### src/rtl/dda_pkg.sv
// Shared types and constants for the DDA line rasteriser.
// Depends on nothing; imported by the front, divider, back and top level.
package dda_pkg;

  // Depth of the item queue and of the result queue (a power of two)
  localparam int QUEUE_DEPTH = 2;
  localparam int PTR_BITS    = $clog2(QUEUE_DEPTH);
  localparam int CNT_BITS    = $clog2(QUEUE_DEPTH + 1);

  // Item kind, taken straight from the func field
  typedef enum logic {
    KIND_LOAD = 1'b0,
    KIND_STEP = 1'b1
  } kind_e;

  // Head of the item queue as the back end sees it
  typedef struct packed {
    logic  valid;
    kind_e kind;
  } head_t;

  // Divider status towards the back end
  typedef struct packed {
    logic busy;
    logic done;
  } div_stat_t;

endpackage

### src/rtl/dda_front.sv
// Front end of the DDA line rasteriser: accepts words, classifies them and
// prepares load deltas, then queues them for the back end. Uses dda_pkg.
module dda_front #(
  parameter int COORD_BITS = 10
) (
  input  logic                  clk,
  input  logic                  rst,
  input  logic                  push,
  input  logic                  func,
  input  logic [COORD_BITS-1:0] x_start,
  input  logic [COORD_BITS-1:0] y_start,
  input  logic [COORD_BITS-1:0] x_end,
  input  logic [COORD_BITS-1:0] y_end,
  output logic                  full,
  output dda_pkg::head_t        head,
  output logic [COORD_BITS-1:0] head_x_start,
  output logic [COORD_BITS-1:0] head_y_start,
  output logic [COORD_BITS-1:0] head_adx,
  output logic [COORD_BITS-1:0] head_ady,
  output logic [COORD_BITS-1:0] head_steps,
  output logic                  head_x_neg,
  output logic                  head_y_neg,
  input  logic                  take
);
  import dda_pkg::*;

  localparam int EW = 5 * COORD_BITS + 3;

  logic [EW-1:0]         mem [QUEUE_DEPTH];
  logic [PTR_BITS-1:0]   wptr;
  logic [PTR_BITS-1:0]   rptr;
  logic [CNT_BITS-1:0]   count;
  logic                  accept;
  logic                  drain;
  logic [COORD_BITS-1:0] adx;
  logic [COORD_BITS-1:0] ady;
  logic                  x_neg;
  logic                  y_neg;
  logic [COORD_BITS-1:0] steps;
  logic [EW-1:0]         entry;
  logic [EW-1:0]         rd;

  assign full   = (count == CNT_BITS'(QUEUE_DEPTH));
  assign accept = push && !full;
  assign drain  = take && (count != '0);

  // Classify and prepare deltas: magnitudes, directions and step count
  always_comb begin
    x_neg = (x_end < x_start);
    y_neg = (y_end < y_start);
    adx   = x_neg ? (x_start - x_end) : (x_end - x_start);
    ady   = y_neg ? (y_start - y_end) : (y_end - y_start);
    steps = (adx >= ady) ? adx : ady;
    entry = {func, x_start, y_start, adx, ady, steps, x_neg, y_neg};
  end

  // Store the word
  always_ff @(posedge clk) begin
    if (accept) begin
      mem[wptr] <= entry;
    end
  end

  // Advance pointers and occupancy
  always_ff @(posedge clk) begin
    if (rst) begin
      wptr  <= '0;
      rptr  <= '0;
      count <= '0;
    end else begin
      if (accept) wptr <= wptr + PTR_BITS'(1);
      if (drain)  rptr <= rptr + PTR_BITS'(1);
      if (accept && !drain) begin
        count <= count + CNT_BITS'(1);
      end else if (drain && !accept) begin
        count <= count - CNT_BITS'(1);
      end
    end
  end

  // Present the oldest word
  always_comb begin
    rd           = mem[rptr];
    head.valid   = (count != '0);
    head.kind    = kind_e'(rd[EW-1]);
    head_x_start = rd[EW-2 -: COORD_BITS];
    head_y_start = rd[EW-2-COORD_BITS -: COORD_BITS];
    head_adx     = rd[EW-2-2*COORD_BITS -: COORD_BITS];
    head_ady     = rd[EW-2-3*COORD_BITS -: COORD_BITS];
    head_steps   = rd[EW-2-4*COORD_BITS -: COORD_BITS];
    head_x_neg   = rd[1];
    head_y_neg   = rd[0];
  end

endmodule

### src/rtl/dda_div.sv
// Increment divider: one restoring quotient bit per cycle for x and y at once,
// giving d * 2^FRAC_BITS / steps rounded toward plus infinity. Uses dda_pkg.
module dda_div #(
  parameter int COORD_BITS = 10,
  parameter int FRAC_BITS  = 24
) (
  input  logic                  clk,
  input  logic                  rst,
  input  logic                  start,
  input  logic [COORD_BITS-1:0] steps,
  input  logic [COORD_BITS-1:0] adx,
  input  logic [COORD_BITS-1:0] ady,
  input  logic                  x_neg,
  input  logic                  y_neg,
  output dda_pkg::div_stat_t    stat,
  output logic [FRAC_BITS+1:0]  x_step,
  output logic [FRAC_BITS+1:0]  y_step
);
  import dda_pkg::*;

  localparam int IT_BITS = $clog2(FRAC_BITS + 2);

  logic [COORD_BITS-1:0] divisor;
  logic [COORD_BITS:0]   rx;
  logic [COORD_BITS:0]   ry;
  logic [FRAC_BITS:0]    qx;
  logic [FRAC_BITS:0]    qy;
  logic                  neg_x;
  logic                  neg_y;
  logic                  zero;
  logic [IT_BITS-1:0]    iter;
  logic                  busy;
  logic                  done;
  logic                  bit_x;
  logic                  bit_y;
  logic [COORD_BITS:0]   rx_sub;
  logic [COORD_BITS:0]   ry_sub;
  logic [FRAC_BITS+1:0]  ux;
  logic [FRAC_BITS+1:0]  uy;

  // Compare and subtract for this quotient bit
  always_comb begin
    bit_x  = (rx >= {1'b0, divisor});
    bit_y  = (ry >= {1'b0, divisor});
    rx_sub = rx - (bit_x ? {1'b0, divisor} : '0);
    ry_sub = ry - (bit_y ? {1'b0, divisor} : '0);
  end

  // Operand and remainder registers
  always_ff @(posedge clk) begin
    if (start) begin
      divisor <= steps;
      rx      <= {1'b0, adx};
      ry      <= {1'b0, ady};
      qx      <= '0;
      qy      <= '0;
      neg_x   <= x_neg;
      neg_y   <= y_neg;
      zero    <= (steps == '0);
    end else if (busy) begin
      rx <= {rx_sub[COORD_BITS-1:0], 1'b0};
      ry <= {ry_sub[COORD_BITS-1:0], 1'b0};
      qx <= {qx[FRAC_BITS-1:0], bit_x};
      qy <= {qy[FRAC_BITS-1:0], bit_y};
    end
  end

  // Iteration count: one integer bit and FRAC_BITS fraction bits
  always_ff @(posedge clk) begin
    if (rst) begin
      busy <= 1'b0;
      done <= 1'b0;
      iter <= '0;
    end else begin
      done <= 1'b0;
      if (start) begin
        busy <= 1'b1;
        iter <= IT_BITS'(FRAC_BITS + 1);
      end else if (busy) begin
        iter <= iter - IT_BITS'(1);
        if (iter == IT_BITS'(1)) begin
          busy <= 1'b0;
          done <= 1'b1;
        end
      end
    end
  end

  // Sign and round: a positive ratio rounds up on a non-zero remainder
  always_comb begin
    ux = {1'b0, qx};
    uy = {1'b0, qy};
    if (zero) begin
      x_step = '0;
      y_step = '0;
    end else begin
      x_step = neg_x ? (~ux + (FRAC_BITS+2)'(1))
                     : (ux + (FRAC_BITS+2)'(rx != '0));
      y_step = neg_y ? (~uy + (FRAC_BITS+2)'(1))
                     : (uy + (FRAC_BITS+2)'(ry != '0));
    end
    stat.busy = busy;
    stat.done = done;
  end

endmodule

### src/rtl/dda_back.sv
// Back end of the DDA line rasteriser: runs line loads through the divider,
// steps the accumulators and queues result words. Uses dda_pkg and dda_div.
module dda_back #(
  parameter int COORD_BITS = 10,
  parameter int FRAC_BITS  = 24
) (
  input  logic                  clk,
  input  logic                  rst,
  input  dda_pkg::head_t        head,
  input  logic [COORD_BITS-1:0] head_x_start,
  input  logic [COORD_BITS-1:0] head_y_start,
  input  logic [COORD_BITS-1:0] head_adx,
  input  logic [COORD_BITS-1:0] head_ady,
  input  logic [COORD_BITS-1:0] head_steps,
  input  logic                  head_x_neg,
  input  logic                  head_y_neg,
  output logic                  take,
  output logic                  empty,
  input  logic                  pop,
  output logic [COORD_BITS-1:0] px,
  output logic [COORD_BITS-1:0] py,
  output logic                  last
);
  import dda_pkg::*;

  localparam int AW = COORD_BITS + 1 + FRAC_BITS;
  localparam int SW = FRAC_BITS + 2;
  localparam int OW = 2 * COORD_BITS + 1;

  typedef enum logic [1:0] {
    ST_READY = 2'b01,
    ST_DIV   = 2'b10
  } state_t;

  state_t              state;
  state_t              state_next;
  logic                active;
  logic [AW-1:0]       x_acc;
  logic [AW-1:0]       y_acc;
  logic [SW-1:0]       x_step;
  logic [SW-1:0]       y_step;
  logic [COORD_BITS:0] points_left;
  div_stat_t           dstat;
  logic [SW-1:0]       div_x;
  logic [SW-1:0]       div_y;
  logic                start;
  logic                emit;
  logic                oq_full;
  logic                oq_take;
  logic [OW-1:0]       oq_mem [QUEUE_DEPTH];
  logic [PTR_BITS-1:0] oq_wptr;
  logic [PTR_BITS-1:0] oq_rptr;
  logic [CNT_BITS-1:0] oq_count;
  logic [OW-1:0]       word;

  dda_div #(
    .COORD_BITS(COORD_BITS),
    .FRAC_BITS (FRAC_BITS)
  ) u_div (
    .clk   (clk),
    .rst   (rst),
    .start (start),
    .steps (head_steps),
    .adx   (head_adx),
    .ady   (head_ady),
    .x_neg (head_x_neg),
    .y_neg (head_y_neg),
    .stat  (dstat),
    .x_step(div_x),
    .y_step(div_y)
  );

  assign oq_full = (oq_count == CNT_BITS'(QUEUE_DEPTH));

  // Decide what to do with the head word
  always_comb begin
    start      = 1'b0;
    emit       = 1'b0;
    take       = 1'b0;
    state_next = state;
    unique case (state)
      ST_READY: begin
        if (head.valid && head.kind == KIND_LOAD) begin
          start      = 1'b1;
          take       = 1'b1;
          state_next = ST_DIV;
        end else if (head.valid && head.kind == KIND_STEP) begin
          // drop steps with no line; otherwise wait for result room
          if (!active) begin
            take = 1'b1;
          end else if (!oq_full) begin
            take = 1'b1;
            emit = 1'b1;
          end
        end
      end
      ST_DIV: begin
        if (dstat.done) state_next = ST_READY;
      end
      default: state_next = ST_READY;
    endcase
  end

  // Control state
  always_ff @(posedge clk) begin
    if (rst) begin
      state       <= ST_READY;
      active      <= 1'b0;
      points_left <= '0;
    end else begin
      state <= state_next;
      if (start) begin
        active      <= 1'b0;
        points_left <= {1'b0, head_steps} + (COORD_BITS+1)'(1);
      end else if (state == ST_DIV && dstat.done) begin
        active <= 1'b1;
      end else if (emit) begin
        points_left <= points_left - (COORD_BITS+1)'(1);
        if (points_left == (COORD_BITS+1)'(1)) active <= 1'b0;
      end
    end
  end

  // Accumulators and increments
  always_ff @(posedge clk) begin
    if (start) begin
      x_acc <= {1'b0, head_x_start, FRAC_BITS'(0)};
      y_acc <= {1'b0, head_y_start, FRAC_BITS'(0)};
    end else if (emit) begin
      x_acc <= x_acc + {{(AW-SW){x_step[SW-1]}}, x_step};
      y_acc <= y_acc + {{(AW-SW){y_step[SW-1]}}, y_step};
    end
    if (state == ST_DIV && dstat.done) begin
      x_step <= div_x;
      y_step <= div_y;
    end
  end

  // Result queue: floor of the accumulators, wrapped to the coordinate width
  assign word    = {x_acc[FRAC_BITS+COORD_BITS-1:FRAC_BITS],
                    y_acc[FRAC_BITS+COORD_BITS-1:FRAC_BITS],
                    (points_left == (COORD_BITS+1)'(1))};
  assign oq_take = pop && (oq_count != '0);

  always_ff @(posedge clk) begin
    if (emit) begin
      oq_mem[oq_wptr] <= word;
    end
  end

  always_ff @(posedge clk) begin
    if (rst) begin
      oq_wptr  <= '0;
      oq_rptr  <= '0;
      oq_count <= '0;
    end else begin
      if (emit)    oq_wptr <= oq_wptr + PTR_BITS'(1);
      if (oq_take) oq_rptr <= oq_rptr + PTR_BITS'(1);
      if (emit && !oq_take) begin
        oq_count <= oq_count + CNT_BITS'(1);
      end else if (oq_take && !emit) begin
        oq_count <= oq_count - CNT_BITS'(1);
      end
    end
  end

  assign empty             = (oq_count == '0);
  assign {px, py, last}    = oq_mem[oq_rptr];

endmodule

### src/rtl/dda_line_rasterizer.sv
// DDA line rasteriser, top level.
// Input channel (push/full): a word with func = 0 loads a line from
// (x_start, y_start) to (x_end, y_end); func = 1 asks for the next point.
// Result channel (empty/pop): px, py and last of the oldest waiting point.
// A line of steps = max(|dx|, |dy|) gives steps+1 points, one per step word;
// step words with no active line give nothing.
// Throughput: one step word per cycle while the result queue has room. A load
// occupies the back end until the divider is done; the divider forms one
// quotient bit a cycle for x and y together, and a two-word queue in front
// keeps accepting meanwhile. A point passes through the item queue and then
// the result queue, both registered, before it is on the result ports.
// Reset (rst, synchronous): both queues empty, no line active.
// When the receiver stalls, the two-word result queue fills, step words
// wait in the item queue, and full rises once that queue is full as well.
module dda_line_rasterizer #(
  parameter int COORD_BITS = 10,
  parameter int FRAC_BITS  = 24
) (
  input  logic                  clk,
  input  logic                  rst,
  input  logic                  push,
  output logic                  full,
  input  logic                  func,
  input  logic [COORD_BITS-1:0] x_start,
  input  logic [COORD_BITS-1:0] y_start,
  input  logic [COORD_BITS-1:0] x_end,
  input  logic [COORD_BITS-1:0] y_end,
  output logic                  empty,
  input  logic                  pop,
  output logic [COORD_BITS-1:0] px,
  output logic [COORD_BITS-1:0] py,
  output logic                  last
);
  import dda_pkg::*;

  head_t                 head;
  logic [COORD_BITS-1:0] head_x_start;
  logic [COORD_BITS-1:0] head_y_start;
  logic [COORD_BITS-1:0] head_adx;
  logic [COORD_BITS-1:0] head_ady;
  logic [COORD_BITS-1:0] head_steps;
  logic                  head_x_neg;
  logic                  head_y_neg;
  logic                  take;

  // Accept and classify
  dda_front #(
    .COORD_BITS(COORD_BITS)
  ) u_front (
    .clk         (clk),
    .rst         (rst),
    .push        (push),
    .func        (func),
    .x_start     (x_start),
    .y_start     (y_start),
    .x_end       (x_end),
    .y_end       (y_end),
    .full        (full),
    .head        (head),
    .head_x_start(head_x_start),
    .head_y_start(head_y_start),
    .head_adx    (head_adx),
    .head_ady    (head_ady),
    .head_steps  (head_steps),
    .head_x_neg  (head_x_neg),
    .head_y_neg  (head_y_neg),
    .take        (take)
  );

  // Divide, step and queue results
  dda_back #(
    .COORD_BITS(COORD_BITS),
    .FRAC_BITS (FRAC_BITS)
  ) u_back (
    .clk         (clk),
    .rst         (rst),
    .head        (head),
    .head_x_start(head_x_start),
    .head_y_start(head_y_start),
    .head_adx    (head_adx),
    .head_ady    (head_ady),
    .head_steps  (head_steps),
    .head_x_neg  (head_x_neg),
    .head_y_neg  (head_y_neg),
    .take        (take),
    .empty       (empty),
    .pop         (pop),
    .px          (px),
    .py          (py),
    .last        (last)
  );

endmodule
### config.mk
export PLATFORM = sky130hd
export DESIGN_NAME = dda_line_rasterizer
export DESIGN_NICKNAME = d
export VERILOG_FILES = /design/src/rtl/dda_pkg.sv /design/src/rtl/dda_front.sv /design/src/rtl/dda_div.sv /design/src/rtl/dda_back.sv /design/src/rtl/dda_line_rasterizer.sv
export SDC_FILE = /design/constraint.sdc
export NUM_CORES = 1
export LEC_CHECK = 0
export ABC_AREA = 1
export ABC_CLOCK_PERIOD_IN_PS = 6700
export BUFFER_PORTS_ARGS = -buffer_cell sky130_fd_sc_hd__buf_2
export CORE_MARGIN = 1.5
export CORE_UTILIZATION = 40
export CTS_CLUSTER_DIAMETER = 50
export DETAILED_ROUTE_END_ITERATION = 8
export GPL_ROUTABILITY_DRIVEN = 0
export PLACE_DENSITY = 0.56
export SLEW_MARGIN = 5
export SYNTH_ARGS = -nofsm -noshare
export SYNTH_HDL_FRONTEND = slang
export SYNTH_HIERARCHICAL = 1
export SYNTH_SLANG_ARGS = --single-unit
### constraint.sdc
create_clock -name clk -period 6.7 [get_ports clk]
set_input_delay 0.67 -clock clk [delete_from_list [all_inputs] [get_ports clk]]
set_output_delay 0.67 -clock clk [all_outputs]
set_load 0.05 [all_outputs]
==> flow_summary.toml, run 1 <==
[timing]
hold_viol = 0
fin_tns_setup_ns = 0
rsz0062_at_grt = "no"
skew_ns = 0.0352
slew_viol_final = 0
period_needed_ns = 3.88
finalSetupViolCount = 0
maxSlewHeadroom_pct = 22.9
timing.final.crit_share_pct = 57.9
achievable-frequency_mhz = 258
worst_pin_slew_ns = 1.16
hold_ws_ns = 0.259

[drt]
drc_errors = 0
drt_wl_total_um = 70700
num_vias = 21700
avgViaCountPerCell = 5.02
avgRoutedWirePerCell_um = 16.4
first_iter_violations = 1611
drtAntennaViolNets = 0
drt_pass1_iterations = 6

[layout]
regArea_mm2 = 0.0102
layout.cells.non_filler = 4314
fillers = 6356
final_area_mm2 = 0.0287
area_growth_pct = 11.7
drive_gt1_share_pct = 10.4
fin_nets = 3639
multi_input_area_mm2 = 0.0132
final_core_util_pct = 45.3

[power]
pwr-share-clk_pct = 27.3
p_sw_uw = 4240
cellPowerDensity_mw_per_mm2 = 365
internal_power_uw = 6230
total_leakage_power_uw = 0.0133
swShare_pct = 40.5
pwr-share-comb_pct = 40.5
p_seq_share_pct = 32.3
ir_worst_vdd_uv = 220

[cts]
clkTransAtPathRegs_ns = 0.06
cts_sinks = 384
cts_buffers = 56
cts_hold_buf = 0
post_cts_resized = 0
cts_tree = "built"
post_cts_buffers = 0
cts-root-buf = "clkbuf_16"
htree_levels = 2
cts_buffer_depth = 3
clk_latency_ns = 0.62

[global_route]
grt_pass1_wl_um = 114000
grt_pass1_vias = 20800
grt_start_max_net_pins = 71
antenna_found_initial = 6
grt_overflow_total = 0
gr-usage-all-layers_pct = 21.7

[hold_path]
min_path_type = "primary input to flop"
hp-start = "x_start[9]"

[synthesis]
syn_area_mm2 = 0.0257
ys_warn_count = 6
synth_nets = 3574
netlist_instances = 3356
syn-mean-instance-area_um2 = 7.65

[place]
port_buffers = 67
dpl_cell_area_mm2 = 0.0268
dp_cells = 4209
place_hpwl_um = 53900

[floorplan]
start_util_pct = 40.6
rows = 92
chipWidth_um = 256
core-area_mm2 = 0.0632
die_area_mm2 = 0.0657
io_pins = 68
dieHeight_um = 256

[job]
max_cap_violations = 0

[critical_path]
endpoint_kind = "flop"
cp.arrival_ns = 4.32
critPathKind = "flop to flop"
required_ns = 7.14
critPathLaunchType = "flop"
crit_fanout = 70

[status]
status = "complete, no violations"
final cells by class:
type / count / area share [%]
Sequential cell: 384 / 35.7
Antenna cell: 2 / 0.0175
Inverter: 508 / 6.66
Timing Repair Buffer: 82 / 1.56
Tap cell: 846 / 3.69
Multi-Input combinational cell: 2389 / 46.0
Clock buffer: 63 / 5.06
Clock inverter: 40 / 1.31
registers in the layout, summed over array words and instances (netlist names), 2 cells and up, named ones only:
| name | flops |
|---|---|
| u_front/mem | 106 |
| u_back/oq_mem | 42 |
| u_back/x_acc | 34 |
| u_back/y_acc | 34 |
| u_back/x_step | 26 |
| u_back/y_step | 26 |
| u_back/u_div/qx | 25 |
| u_back/u_div/qy | 25 |
| u_back/points_left | 11 |
| u_back/u_div/rx | 11 |
| u_back/u_div/ry | 11 |
| u_back/u_div/divisor | 10 |
| u_back/u_div/iter | 5 |
| u_back/oq_count | 2 |
| u_back/state | 2 |
| u_front/count | 2 |
cells in the final DEF (no fill, tap or decap), types with 12 or more instances in the layout:
cell type and n:
edfxtp_1 253, nor2_2 17, inv_1 490, o21ai_0 137, dfxtp_1 130, nand4_1 59, nor4_1 14, ha_1 165
clkbuf_16 57, o211ai_1 12, inv_2 15, o21ai_1 19, nor3_2 14, mux2_2 74, buf_2 67, xor2_1 56
buf_4 15, a21oi_1 167, nand3_1 186, xnor2_1 12, o21bai_1 22, nand2_2 28, o22ai_1 50, nand2_1 848
nor2_1 364, nor3_1 52
routing by layer:
layer | vias to the layer above | track usage, % | wire length [um]
met5 | - | 0 | 27
met4 | 4 | 6.72 | 1910
met3 | 120 | 3.83 | 4250
met2 | 504 | 33.5 | 30200
met1 | 9814 | 30.6 | 34300
li1 | 11200 | - | -
worst max-delay path, stage by stage, from the launching register on:
cell	delay, ns
dfxtp_2	0.33
mux2_2	0.36
inv_1	0.10
nand3_4	0.39
inv_4	0.74
inv_1	0.53
nand2_2	0.30
buf_4	0.64
o22ai_1	0.17
path summary, 6_finish.rpt:
path	cells past startpoint	end	slack, ns
min	1	u_front/mem[0][51]	0.26
min reg2reg	0	u_back/oq_mem[1][7]	0.48
max	8	u_back/u_div/qy[16]	2.82
max reg2reg	8	u_back/u_div/qy[16]	2.82
metrics by stage:
step | total power (uW) | setup slack, ns
after floorplan | 6510 | 3.18
after global placement | 7620 | 2.42
after detailed placement | 7620 | 2.41
after CTS | 10500 | 2.80
after global routing | 11300 | 2.59
final | 10500 | 2.82
power by group through the flow:
stage          clock [uW]  combinational (uW)  sequential [uW]
2_1_floorplan           0                3200             3310
3_3_place_gp            0                4200             3420
3_5_place_dp            0                4200             3420
4_1_cts              2930                4230             3380
5_1_grt              3030                4830             3420
6_report             2860                4240             3380
Power figures use the tool's default switching activity.
==> run 2, diff against run 1 <==
- ABC_CLOCK_PERIOD_IN_PS: 6700 -> 3150
- PLACE_DENSITY: 0.56 -> 0.58
- clock period: 6.7 -> 3.15 ns (I/O delays scaled with it)
==> run 2 against run 1 <==
Effect of this change:
- cell area is 5.2% higher
- first-iteration DRC count is 1.8% lower
- sequential power is 110% higher
- combinational power is 140% higher
- hold slack worse by 0.24 ns
- utilization is 2.4 points higher
- register-to-register slack worse by 2.7 ns
- sequential cell count stayed put
- die area stayed put
- cell count is 3.2% higher
==> flow_summary.toml, run 2 (synthesized netlist as in run 1, its figures left out) <==
[critical_path]
required_ns = 3.49
endpoint_kind = "flop"
critPathLaunchType = "primary input"
cp.arrival_ns = 3.36
critPathKind = "primary input to flop"
path_cells = "dlygate4sd3_1, buf_2, inv_2, ha_4, nand2_2, inv_1, nand2_1, nand2_1, a21oi_4, buf_12, nand2_1, nand2_1, inv_1, ha_1, a21oi_1, o21a_1, nand4_1, buf_6, nand3_1, o21ai_1"
worst_path_most_repeated_cell = "nand2_1"
crit_fanout = 10
crit_slowest_cell = "dlygate4sd3_1"
max_stage_delay_ns = 0.53

[place]
place_hpwl_um = 56100
dp_cells = 4337
dp_slack_ns = -0.168
port_buffers = 67

[timing]
achievable-frequency_mhz = 332
finalSetupViolCount = 0
slew_viol_final = 0
worst_pin_slew_ns = 0.776
maxSlewHeadroom_pct = 48.2
fin_ws_ns = 0.137
hold_viol = 0
skew_ns = 0.0225
period_needed_ns = 3.01
timing.final.crit_share_pct = 95.6

[drt]
first_iter_violations = 1582
drtAntennaViolNets = 0
drt_wl_total_um = 73000
avgRoutedWirePerCell_um = 16.4
drt_pass1_iterations = 6
drc_errors = 0
num_vias = 22500
avgViaCountPerCell = 5.05

[layout]
regMostFlops = "u_front/mem"
fillers = 6257
largest_reg_flops = 106
largestRegisters = "u_front/mem (106), u_back/oq_mem (42)"
final_cell_mix = "839 x nand2_1, 486 x inv_1, 361 x nor2_1, 253 x edfxtp_1, 184 x nand3_1"
fin_nets = 3778
area_growth_pct = 17.5
n_antenna_cell = 0
mostFrequentLayoutCell = "nand2_1"
drive_gt1_share_pct = 15.1
layout.cells.non_filler = 4452

[power]
total_leakage_power_uw = 0.0140
ir_worst_vdd_uv = 539
cellPowerDensity_mw_per_mm2 = 785

[cts]
cts-root-buf = "clkbuf_16"
cts_sinks = 384
htree_levels = 2
cts_buffers = 56
clk_latency_ns = 0.61
cts_buffer_depth = 3
clkTransAtPathRegs_ns = 0.05
cts_tree = "built"

[status]
status = "complete, no violations"

[global_route]
gr-usage-all-layers_pct = 22.0
grt_overflow_total = 0
grt_pass1_wl_um = 115000
grt_start_max_net_pins = 100
grt_pass1_vias = 21600
antenna_found_initial = 0

[floorplan]
chipWidth_um = 256
core-area_mm2 = 0.0632
dieHeight_um = 256
die_area_mm2 = 0.0657
io_pins = 68
rows = 92
start_util_pct = 40.6

[hold_path]
min_path_type = "primary input to flop"

[job]
max_cap_violations = 0
run 2: per-layer routing:
metal	track usage [%]	vias up	wire length, um
met3	3.85	102	4100
met4	5.59	0	1670
met1	30.3	10300	34600
met5	0	-	0
met2	35.5	550	32700
li1	-	11500	-
run 2: path summary, 6_finish.rpt:
path,start,to,slack [ns],depth (start not counted)
setup / recovery,x_start[9],u_front/mem[1][3],0.14,20
hold / removal,y_start[0],u_front/mem[1][32],0.02,2
setup reg to reg,u_back/u_div/rx[8],u_back/u_div/rx[8],0.15,16
hold reg to reg,u_back/oq_rptr,u_back/oq_rptr,0.48,2
run 2: layout make-up:
type | instances | area [um2] | area share, %
Inverter | 508 | 1910 | 6.33
Clock buffer | 64 | 1460 | 4.85
Clock inverter | 40 | 445 | 1.48
Sequential cell | 384 | 10200 | 33.9
Multi-Input combinational cell | 2390 | 13400 | 44.6
Timing Repair Buffer | 220 | 1610 | 5.33
Tap cell | 846 | 1060 | 3.51
run 2: stage by stage:
step                total power, uW  util (%)  hold slack, ns  TNS, ns  cell area, um2
CTS                           23300      47.2          0.0113        0           29800
global placement              16800      44.1           0.464    -1.44           27900
finish                        23700      47.7          0.0163        0           30100
detailed placement            16800      44.1           0.474    -2.79           27900
global route                  25300      47.7          0.0123  -0.0190           30100
floorplan                     13800         -           0.384        0           25700
run 2: worst max-delay path: cells and delay by family:
family / cells / cell delay (ns)
adder cells (fa/ha/maj): 2 / 0.55
AND/OR/NAND/NOR: 7 / 0.67
AO/OA/AOI/OAI: 4 / 0.54
buffers and inverters: 7 / 1.25
run 2: report_power, final:
| part | total (uW) | internal [uW] | switching, uW |
|---|---|---|---|
| clock | 6330 | 3890 | 2450 |
| sequential | 7230 | 6630 | 606 |
| combinational | 10100 | 3760 | 6330 |
run 2: repair_timing:
action,in CTS,in global routing
endpoints found under the setup margin,0,28
hold buffers,5,0
hold endpoints to repair,10,0
resized for setup,0,65
buffers inserted,0,4
==> run 3, diff against run 2 <==
- ABC_AREA: 1 -> not set
==> run 3 against run 2 <==
Effect of this change:
- the run now ends with setup timing left
- register-to-register slack lost 0.31 ns
- area after synthesis is 9.7% lower
- sequential power down 1%
- largest cell class unchanged
==> flow_summary.toml, run 3 <==
[cts]
cts_buffers = 47
clkTransAtPathRegs_ns = 0.06
clk_latency_ns = 0.59
cts_tree = "built"
cts-root-buf = "clkbuf_16"
cts_sinks = 384
cts_buffer_depth = 3
htree_levels = 2

[place]
port_buffers = 67
dp_cells = 3265
place_hpwl_um = 41100
dpl_cell_area_mm2 = 0.0257

[drt]
first_iter_violations = 894
drt_pass1_iterations = 5
num_vias = 18100
drt_wl_total_um = 57000
avgRoutedWirePerCell_um = 16.9
avgViaCountPerCell = 5.38
drc_errors = 0
drtAntennaViolNets = 0

[layout]
drive_gt1_share_pct = 22.8
final_area_mm2 = 0.0279
largest_reg_flops = 106
area_growth_pct = 20.3
final_core_util_pct = 48.5
fillers = 5278
fin_nets = 2786
final_cell_mix = "253 x edfxtp_1, 219 x buf_4, 212 x nor2_1, 205 x nand2_1, 169 x a21oi_1"
largestRegisters = "u_front/mem (106), u_back/oq_mem (42)"
mostFrequentLayoutCell = "edfxtp_1"
n_antenna_cell = 0
layout.cells.non_filler = 3371
regMostFlops = "u_front/mem"

[floorplan]
rows = 88
core-area_mm2 = 0.0575
io_pins = 68
chipWidth_um = 244
start_util_pct = 40.3
dieHeight_um = 244
die_area_mm2 = 0.0594

[job]
max_cap_violations = 0

[timing]
achievable-frequency_mhz = 302
skew_ns = 0.0319
timing.final.crit_share_pct = 105
slew_viol_final = 0
maxSlewHeadroom_pct = 30.2
fin_tns_setup_ns = -1.74
worst_pin_slew_ns = 1.04
hold_viol = 0
rsz0062_at_grt = "yes"
period_needed_ns = 3.31
finalSetupViolCount = 25
fin_ws_ns = -0.156

[global_route]
grt_pass1_vias = 17900
grt_pass1_wl_um = 91700
grt_overflow_total = 0
antenna_found_initial = 1
grt_start_max_net_pins = 80
gr-usage-all-layers_pct = 18.9

[critical_path]
critPathLaunchType = "flop"
endpoint_kind = "flop"
critPathKind = "flop to flop"
required_ns = 3.44
reg2reg_slack_ns = -0.16
cp.arrival_ns = 3.60
crit_fanout = 4

[power]
swShare_pct = 36.8
total_leakage_power_uw = 0.0112
cellPowerDensity_mw_per_mm2 = 821
p_seq_share_pct = 31.2
p_sw_uw = 8420
pwr-share-clk_pct = 22.7
pwr-share-comb_pct = 46.1
ir_worst_vdd_uv = 802
internal_power_uw = 14500

[hold_path]
min_path_type = "primary input to flop"

[synthesis]
ys_warn_count = 6
netlist_instances = 2350
syn-mean-instance-area_um2 = 9.86
syn_area_mm2 = 0.0232
synth_nets = 2568

[status]
violations = "setup timing"
status = "finished with violations"
[run 3: final timing paths]
path	startpoint	cells after the start	endpoint
setup / recovery	u_back/u_div/divisor[0]	14	u_back/u_div/rx[9]
hold / removal	x_start[7]	2	u_front/mem[0][49]
setup reg to reg	u_back/u_div/divisor[0]	14	u_back/u_div/rx[9]
hold reg to reg	u_back/x_acc[3]	2	u_back/x_acc[3]
[run 3: layout make-up]
class | count | area (um2) | share of cell area (%)
inverter | 119 | 474 | 1.70
tap | 765 | 957 | 3.43
clock inverter | 30 | 245 | 0.880
clock buffer | 57 | 1250 | 4.50
sequential | 384 | 10200 | 36.7
multi-input combinational | 1720 | 12600 | 45.2
timing repair buffer | 296 | 2120 | 7.59
[run 3: what timing repair did]
item / CTS / global route
gates cloned: 1 / 0
buffers inserted: 11 / 8
setup endpoints to repair: 32 / 44
gates resized for setup: 54 / 62
pin swaps: 32 / 26
hold buffers: 2 / 0
hold endpoints to repair: 4 / 0
[run 3: power by group through the flow]
stage               Clock, uW  Sequential, uW  Combinational [uW]
CTS                      5340            7150                9990
global placement            0            7220                9150
finish                   5200            7150               10500
global route             5550            7240               11600
floorplan                   0            7030                6400
detailed placement          0            7240                9380
[run 3: per-stage QoR]
stage | worst slack [ns] | hold WS (ns) | power, uW
6_report | -0.156 | 0.0380 | 22900
5_1_grt | -0.281 | 0.0217 | 24400
4_1_cts | -0.124 | 0.0000950 | 22500
3_5_place_dp | -1.05 | 0.452 | 16600
3_3_place_gp | -0.947 | 0.443 | 16400
2_1_floorplan | -0.350 | 0.384 | 13400
[run 3: metal layers]
layer  track usage, %  vias to the layer above  part of all wire, %
met5                0                        -                    0
li1                 -                     8972                    -
met3             2.30                       94                  3.5
met1             24.3                     8708                   45
met4             5.90                        0                  2.4
met2             33.1                      373                   49
[run 3: critical path, stage by stage, from the launching register on]
cell and delay (ns):
edfxtp_1 0.43, ha_1 0.32, nor2b_1 0.14, o21ai_2 0.08, a211oi_2 0.34, o21ai_2 0.15, and2_1 0.17, ha_2 0.19
fa_2 0.36, nor2b_2 0.16, o21ai_2 0.08, a21oi_2 0.22, o2111ai_2 0.16, a21oi_2 0.16, a311oi_2 0.05
